$ cat src/rtl/core/kwm_pkg.sv
// Shared types, constants and helper functions of the k-way sorted merge.
// Used by kwm_lists, kwm_heap and the top level under rtl/core; depends on nothing else.
`default_nettype none

package kwm_pkg;

	// Sizing of the list storage and the head heap.
	localparam int LISTS      = 8;
	localparam int LIST_DEPTH = 64;

	// Derived widths.
	localparam int LW  = $clog2(LISTS);              // list index
	localparam int HW  = $clog2(LISTS);              // heap slot index
	localparam int SZW = $clog2(LISTS + 1);          // heap entry count
	localparam int CW  = $clog2(2 * LISTS + 1);      // child index before range check
	localparam int SLW = $clog2(LIST_DEPTH);         // slot within one list
	localparam int FCW = $clog2(LIST_DEPTH + 1);     // fill count of one list
	localparam int SAW = $clog2(LISTS * LIST_DEPTH); // list store address

	// Fixed field widths of the stream payload.
	localparam int LN_W   = 3;
	localparam int VAL_W  = 32;
	localparam int DATA_W = 40;

	// Input kinds carried on s_tuser.
	localparam logic ACT_APPEND = 1'b0;
	localparam logic ACT_POP    = 1'b1;

	// Result kinds carried on m_tuser.
	typedef enum logic [1:0] {
		STAT_APPENDED = 2'd0,
		STAT_POPPED   = 2'd1,
		STAT_DROPPED  = 2'd2,
		STAT_EMPTY    = 2'd3
	} status_t;

	// Sequencer states of the top level.
	typedef enum logic [2:0] {
		S_IDLE,
		S_DISPATCH,
		S_UP_CMP,
		S_UP_FIN,
		S_POP_HEAD,
		S_POP_FETCH,
		S_DN_CMP,
		S_EMIT
	} state_t;

	// One heap entry: a list head and the list it belongs to.
	typedef struct packed {
		logic [VAL_W-1:0] value;
		logic [LW-1:0]    list;
	} entry_t;

	localparam int EW = VAL_W + LW;

	// Heap memory access for one cycle.
	typedef struct packed {
		logic          we;
		logic [HW-1:0] waddr;
		entry_t        wdata;
		logic [HW-1:0] ra;
		logic [HW-1:0] rb;
	} heap_cmd_t;

	// The smaller of the two children read for a sift-down step.
	typedef struct packed {
		logic          valid;
		logic [CW-1:0] idx;
		entry_t        ent;
	} child_t;

	// List FIFO operation on one selected list.
	typedef struct packed {
		logic          push;
		logic          pull;
		logic [LW-1:0] list;
	} fifo_cmd_t;

	// Fill state of the selected list.
	typedef struct packed {
		logic full;
		logic empty;
		logic single;
	} fifo_stat_t;

	// True when entry a orders strictly before entry b: signed value first,
	// then the lower list number.
	function automatic logic entry_before(entry_t a, entry_t b);
		logic [VAL_W-1:0] ka;
		logic [VAL_W-1:0] kb;
		ka = {~a.value[VAL_W-1], a.value[VAL_W-2:0]};
		kb = {~b.value[VAL_W-1], b.value[VAL_W-2:0]};
		return (ka < kb) || ((ka == kb) && (a.list < b.list));
	endfunction

endpackage

`default_nettype wire

$ cat src/rtl/core/kwm_ram.sv
// Generic single-port-write, single-port-read RAM with a registered read.
// Stand-alone; no package needed.
`default_nettype none

module kwm_ram #(
	parameter int WIDTH = 32,
	parameter int DEPTH = 64,
	localparam int AW = (DEPTH > 1) ? $clog2(DEPTH) : 1
) (
	input  wire logic             clk,
	input  wire logic             we,
	input  wire logic [AW-1:0]    waddr,
	input  wire logic [WIDTH-1:0] wdata,
	input  wire logic             re,
	input  wire logic [AW-1:0]    raddr,
	output logic      [WIDTH-1:0] rdata
);

	logic [WIDTH-1:0] mem [DEPTH];

	// Write and registered read; a read of the entry being written returns the old data.
	always_ff @(posedge clk) begin
		if (we) begin
			mem[waddr] <= wdata;
		end
		if (re) begin
			rdata <= mem[raddr];
		end
	end

endmodule

`default_nettype wire

$ cat src/rtl/core/kwm_heap.sv
// Head heap storage: two mirrored RAMs give two reads a cycle, plus the
// selection of the smaller child for a sift-down step. Depends on kwm_pkg, kwm_ram.
`default_nettype none

module kwm_heap import kwm_pkg::*; (
	input  wire logic           clk,
	input  wire heap_cmd_t      cmd,
	input  wire logic [CW-1:0]  left_idx,
	input  wire logic [SZW-1:0] size,
	output entry_t              rd_a,
	output entry_t              rd_b,
	output child_t              best
);

	logic [EW-1:0] rdata_a;
	logic [EW-1:0] rdata_b;
	logic [CW-1:0] right_idx;
	logic          left_ok;
	logic          right_ok;
	logic          pick_right;

	// Both copies take every write.
	kwm_ram #(
		.WIDTH (EW),
		.DEPTH (LISTS)
	) u_copy_a (
		.clk   (clk),
		.we    (cmd.we),
		.waddr (cmd.waddr),
		.wdata (cmd.wdata),
		.re    (1'b1),
		.raddr (cmd.ra),
		.rdata (rdata_a)
	);

	kwm_ram #(
		.WIDTH (EW),
		.DEPTH (LISTS)
	) u_copy_b (
		.clk   (clk),
		.we    (cmd.we),
		.waddr (cmd.waddr),
		.wdata (cmd.wdata),
		.re    (1'b1),
		.raddr (cmd.rb),
		.rdata (rdata_b)
	);

	assign rd_a = entry_t'(rdata_a);
	assign rd_b = entry_t'(rdata_b);

	// Pick the smaller of the children that lie inside the heap.
	always_comb begin
		right_idx  = left_idx + CW'(1);
		left_ok    = (left_idx < CW'(size));
		right_ok   = (right_idx < CW'(size));
		pick_right = right_ok && entry_before(rd_b, rd_a);
		best.valid = left_ok;
		best.idx   = pick_right ? right_idx : left_idx;
		best.ent   = pick_right ? rd_b : rd_a;
	end

endmodule

`default_nettype wire

$ cat config.mk
export PLATFORM = sky130hd
export DESIGN_NAME = kwm_heap
export DESIGN_NICKNAME = d
export VERILOG_FILES = /design/src/rtl/core/kwm_pkg.sv /design/src/rtl/core/kwm_ram.sv /design/src/rtl/core/kwm_heap.sv
export SDC_FILE = /design/constraint.sdc
export NUM_CORES = 1
export LEC_CHECK = 0
export BUFFER_PORTS_ARGS = -buffer_cell sky130_fd_sc_hd__buf_4
export CORE_UTILIZATION = 28
export CTS_CLUSTER_SIZE = 8
export DETAILED_ROUTE_END_ITERATION = 10
export REMOVE_ABC_BUFFERS = 1
export SYNTH_ARGS = -nofsm -noshare
export SYNTH_HDL_FRONTEND = slang
export SYNTH_HIERARCHICAL = 1
export SYNTH_SLANG_ARGS = --single-unit
$ cat constraint.sdc
create_clock -name clk -period 11.3 [get_ports clk]
set_clock_uncertainty 0.15 [all_clocks]
set_input_delay 2.26 -clock clk [delete_from_list [all_inputs] [get_ports clk]]
set_output_delay 2.26 -clock clk [all_outputs]
set_load 0.02 [all_outputs]
* Yosys cells after proc, flatten, opt, wreduce, memory -nomap -nowiden
Memory sizes are Yosys's and may differ from the RTL's. A register that Yosys moved wholly into a read port is not among the register bits.
Index checks and enable logic that the tools add are counted.
** Storage, ports and cells
- Output and inout bits :: 111
- RAM bits :: 560
- Register bits :: 0
- Memories :: 2
- Input bits :: 55
- Word-level logic and storage cells :: 17
** Operators by class
- Muxes and demuxes :: 4
- $lt $le $gt $ge :: 4
- Equal/unequal tests :: 1
- Add/subtract/negate cells :: 1
- Bitwise operators :: 2
- Reduce and logical (&&, ||, !) cells :: 3
** Memories
- u_copy_a.mem :: words 8, width 35, read ports 1, clocked after memory_dff 1, wr ports 1, line kwm_ram.sv:19 : logic [WIDTH-1:0] mem [DEPTH];
- u_copy_b.mem :: words 8, width 35, read ports 1, clocked after memory_dff 1, wr ports 1, line kwm_ram.sv:19
** Operator list (count)
- 35-bit 2-to-1 mux :: 1
- 32-bit equality test :: 1
- 32-bit less-than comparator :: 1
- 5-bit by 4-bit less-than comparator with 1-bit output :: 2
- 5-bit by 1-bit adder with 5-bit output (second input constant) :: 1
- 5-bit 2-to-1 mux :: 1
- 3-bit less-than comparator :: 1
- 1-bit logical AND :: 2
- 1-bit 2-to-1 mux :: 2
- 1-bit inverter :: 2
- 1-bit logical OR :: 1

* Depth between registers and ports, before layout
- Word-level depth :: 6
- Gate-level depth with buffers :: 11
- Gate-level depth less buffers :: 9

* By module
Netlist, hierarchy kept.
** Modules (own cells, without submodules)
- kwm_ram :: area an instance 11886.4 um^2, cells each 453, seq. area each 9459.1 um^2, times used 2
- kwm_heap :: area an instance 1686.6 um^2, cells each 204, seq. area each 0.0 um^2, times used 1

* Worst setup path after synthesis
OpenSTA, ideal clock, no wires.
- Path type :: in2out
- Start point :: input port left_idx[2]
- End point :: output port best[35] (netlist bit)
- Path slack :: 4.569 ns
- Path buffers :: 3
- Data required time :: 8.890 ns
- Arrival time :: 4.321 ns
- Stages :: 11
- Path through :: clkbuf_1 nand3_1 xnor2_1 ha_1 a2111oi_0 a21oi_1 nor3_2 nand2_1 buf_6 buf_6 xnor2_1
** RTL lines
- start: declaration :: line kwm_heap.sv:8 : input wire logic [CW-1:0] left_idx,
- end: declaration :: line kwm_heap.sv:12 : output child_t best

==> flow_summary.yaml <==
global_routing:
  grt_pass1_wl_mm: 80.7
  grt_antenna_before_repair: 5
  grt_pass1_vias: 12200
  grt_overflow: 0
  grt_util_all_layers_pct: 12.2
  grt_max_degree: 71
sta:
  max_freq_mhz: 129
  fin_setup_tns_ps: 0
  setup_ws_ps: 3550
  hold_viol_final: 0
  slew_violations: 0
  fin_crit_sh_pct: 68.6
  period_needed_ps: 7750
  rsz0062_at_grt: "no"
  max_slew_margin_pct: 30.6
  tightestPinTransition_ps: 1040
  setup_viol: 0
route:
  ant_nets: 0
  drt_wl_total_mm: 56.1
  routed_via_density: 4.50
  vias: 11700
  wire_per_inst_um: 21.7
  firstDrtPassIters: 4
  drtIter0Drc: 694
  drc: 0
worst_hold_path:
  hold_depth: 2
  hp-class: "register to register"
  min_delay_worst_endpoint: "u_copy_a/rdata[7]$_DFFE_PP_"
  hp-start: "u_copy_a/mem[5][7]$_DFFE_PP_"
placement:
  place.gp.congestion: 0.732
  dpl_worst_slack_ps: 3480
  dp_hpwl_mm: 33.3
  port_buffers: 165
floorplan:
  coreArea_sq_um: 90000
  die_w_um: 304
  rows: 110
  ios: 166
  die_area_sq_um: 92100
  die_y_um: 304
  start_util_pct: 28.3
synth:
  synth_edf_count: 630
  ys_async_sr_fraction_pct: 0
  netlist_area_sq_um: 25500
  yosysSeqAreaShare_pct: 74.3
  synth_compound_area_share_pct: 0.978
  synth_warnings: 6
  yosys.area.top_type_share_pct: 74.3
  synthAdderAreaFrac_pct: 2.01
  synth_area_per_cell_sq_um: 22.9
  synth_top_family_by_area: "multiplexers"
  synth.ff_latch_count: 630
  synth_cell_types: 39
  synth-xor-area-share_pct: 0.172
  synth_top_area_cell: "edfxtp_1"
  yosysMostFrequentCell: "edfxtp_1"
  synthSimpleGateAreaFrac_pct: 1.24
  synth_top_flop_cell: "edfxtp_1"
  yosys-mux-area-fraction_pct: 19.4
  synthTopCellsByArea: "edfxtp_1 (74%), mux4_1 (14%), mux2_2 (3.9%)"
  syn_inst: 1110
  synth_commonest_cells: "edfxtp_1 (630), mux4_1 (140), mux2_2 (88), ha_1 (41), inv_1 (39)"
pwr:
  power_frac_comb_pct: 8.2
  p_int_mw: 4.26
  leakagePower_nw: 10.7
  power_density_nw_per_um2: 177
  swShare_pct: 21.3
  ir_worst_vdd_v: 0.000100
  p_switching_mw: 1.15
  pwr-share-clk_pct: 41.6
  p_seq_share_pct: 50.2
worst_setup_path:
  end_kind: "primary output"
  rrSetupSlack_ps: 9680
  start_kind: "primary input"
  reg2regPathDepth: 2
  arrival_ps: 5340
  startpoint: "left_idx[0]"
  required_ps: 8890
  worstReg2RegEnd: "u_copy_a/rdata[31]$_DFFE_PP_"
  critPathKind: "primary input to primary output"
  path_max_fanout: 20
  rr_startpoint: "u_copy_a/mem[4][31]$_DFFE_PP_"
clocking:
  insertion_delay_ps: 620
  cts.sinks: 630
  htreeDepth: 3
  cts_buffers: 88
  cts_tree: "built"
  clk_pin_slew_ps: 50
  root_buffer: "clkbuf_16"
  ctsResizeCount: 0
  cts.hold.buffers_added: 0
  max-clock-path-buffers: 3
  cts_setup_buffers: 0
status:
  status: "finished, final reports clean"
layout:
  nets: 1505
  drive_gt1_share_pct: 28.6
  syn_to_final_growth_pct: 20.5
job:
  drv_cap: 0
==> state kept, by name, indices dropped and copies added, names as in the netlist <==
name / count
u_copy_a/mem: 280
u_copy_a/rdata: 35
u_copy_b/mem: 280
u_copy_b/rdata: 35
==> placed cells by master, fill, tap and decap left out, drive strengths merged, types with 8 or more instances in the layout <==
cell type  instances
a21oi             19
buf              186
clkbuf            92
conb              70
edfxtp           630
ha                41
inv               41
mux2             106
mux4             140
nand2             16
nand2b             9
nor2              14
o21ai              8
==> worst max-delay path by stage <==
| stage | endpoint | slack [ps] | cells after the start |
|---|---|---|---|
| floorplan | best[35] | 3780 | 7 |
| global placement | best[30] | 3530 | 11 |
| detailed placement | best[30] | 3480 | 11 |
| CTS | best[10] | 3470 | 10 |
| global route | best[24] | 3350 | 11 |
| finish | best[30] | 3550 | 11 |
==> power groups by stage <==
| stage | logic (mW) | clock network [mW] | registers (mW) |
|---|---|---|---|
| 3_5_place_dp | 0.452 | 0 | 2.76 |
| 4_1_cts | 0.453 | 2.31 | 2.72 |
| 2_1_floorplan | 0.220 | 0 | 2.77 |
| 3_3_place_gp | 0.444 | 0 | 2.76 |
| 5_1_grt | 0.481 | 2.40 | 2.72 |
| 6_report | 0.444 | 2.26 | 2.72 |
==> layout make-up <==
cell class | instances | area, sq um
fillers | 8405 | 59300
flip-flops and latches | 630 | 18900
clock buffers | 92 | 2260
inverters | 39 | 146
well taps | 1176 | 1470
clock inverters | 3 | 33.8
diodes | 1 | 2.50
repair buffers | 186 | 1400
multi-input cells | 464 | 6450
==> critical path, stage by stage <==
cell	delay [ps]
buf_4	130
ha_1	230
xor2_1	170
ha_1	190
a2111oi_0	390
a21oi_1	100
nor3_2	310
nand2_2	500
buf_4	500
mux2_4	350
buf_4	160
==> kinds of logic after synthesis <==
group,count (synthesis)
xor gates and xnor gates,5
muxes,247
DFF,630
buffers and inverters,85
adders and majority gates,41
AOI/OAI and AO/OA,39
and+or+nand+nor,62
other,1
==> routing by layer <==
metal / routed length [um] / vias up / part of all wire (%) / GRT usage (%)
li1: - / 5239 / - / -
met1: 23400 / 6072 / 42 / 15.1
met2: 28700 / 263 / 51 / 21.0
met3: 2560 / 84 / 4.6 / 2.20
met4: 1360 / 10 / 2.4 / 4.85
met5: 69 / - / 0.12 / 0
==> metrics by stage <==
stage                     cells  hold WS [ps]  utilization [%]  power [mW]  area [sq um]
final                      2591           578             34.1        5.42         30700
after global routing       2590           609             34.1        5.60         30700
after CTS                  2590           579             34.1        5.49         30700
after detailed placement   2495           585             31.5        3.21         28400
after global placement     2495           575             31.5        3.20         28400
after floorplan            1133           566                -        2.99         25400
No activity file was read; power rests on OpenSTA's default activity.
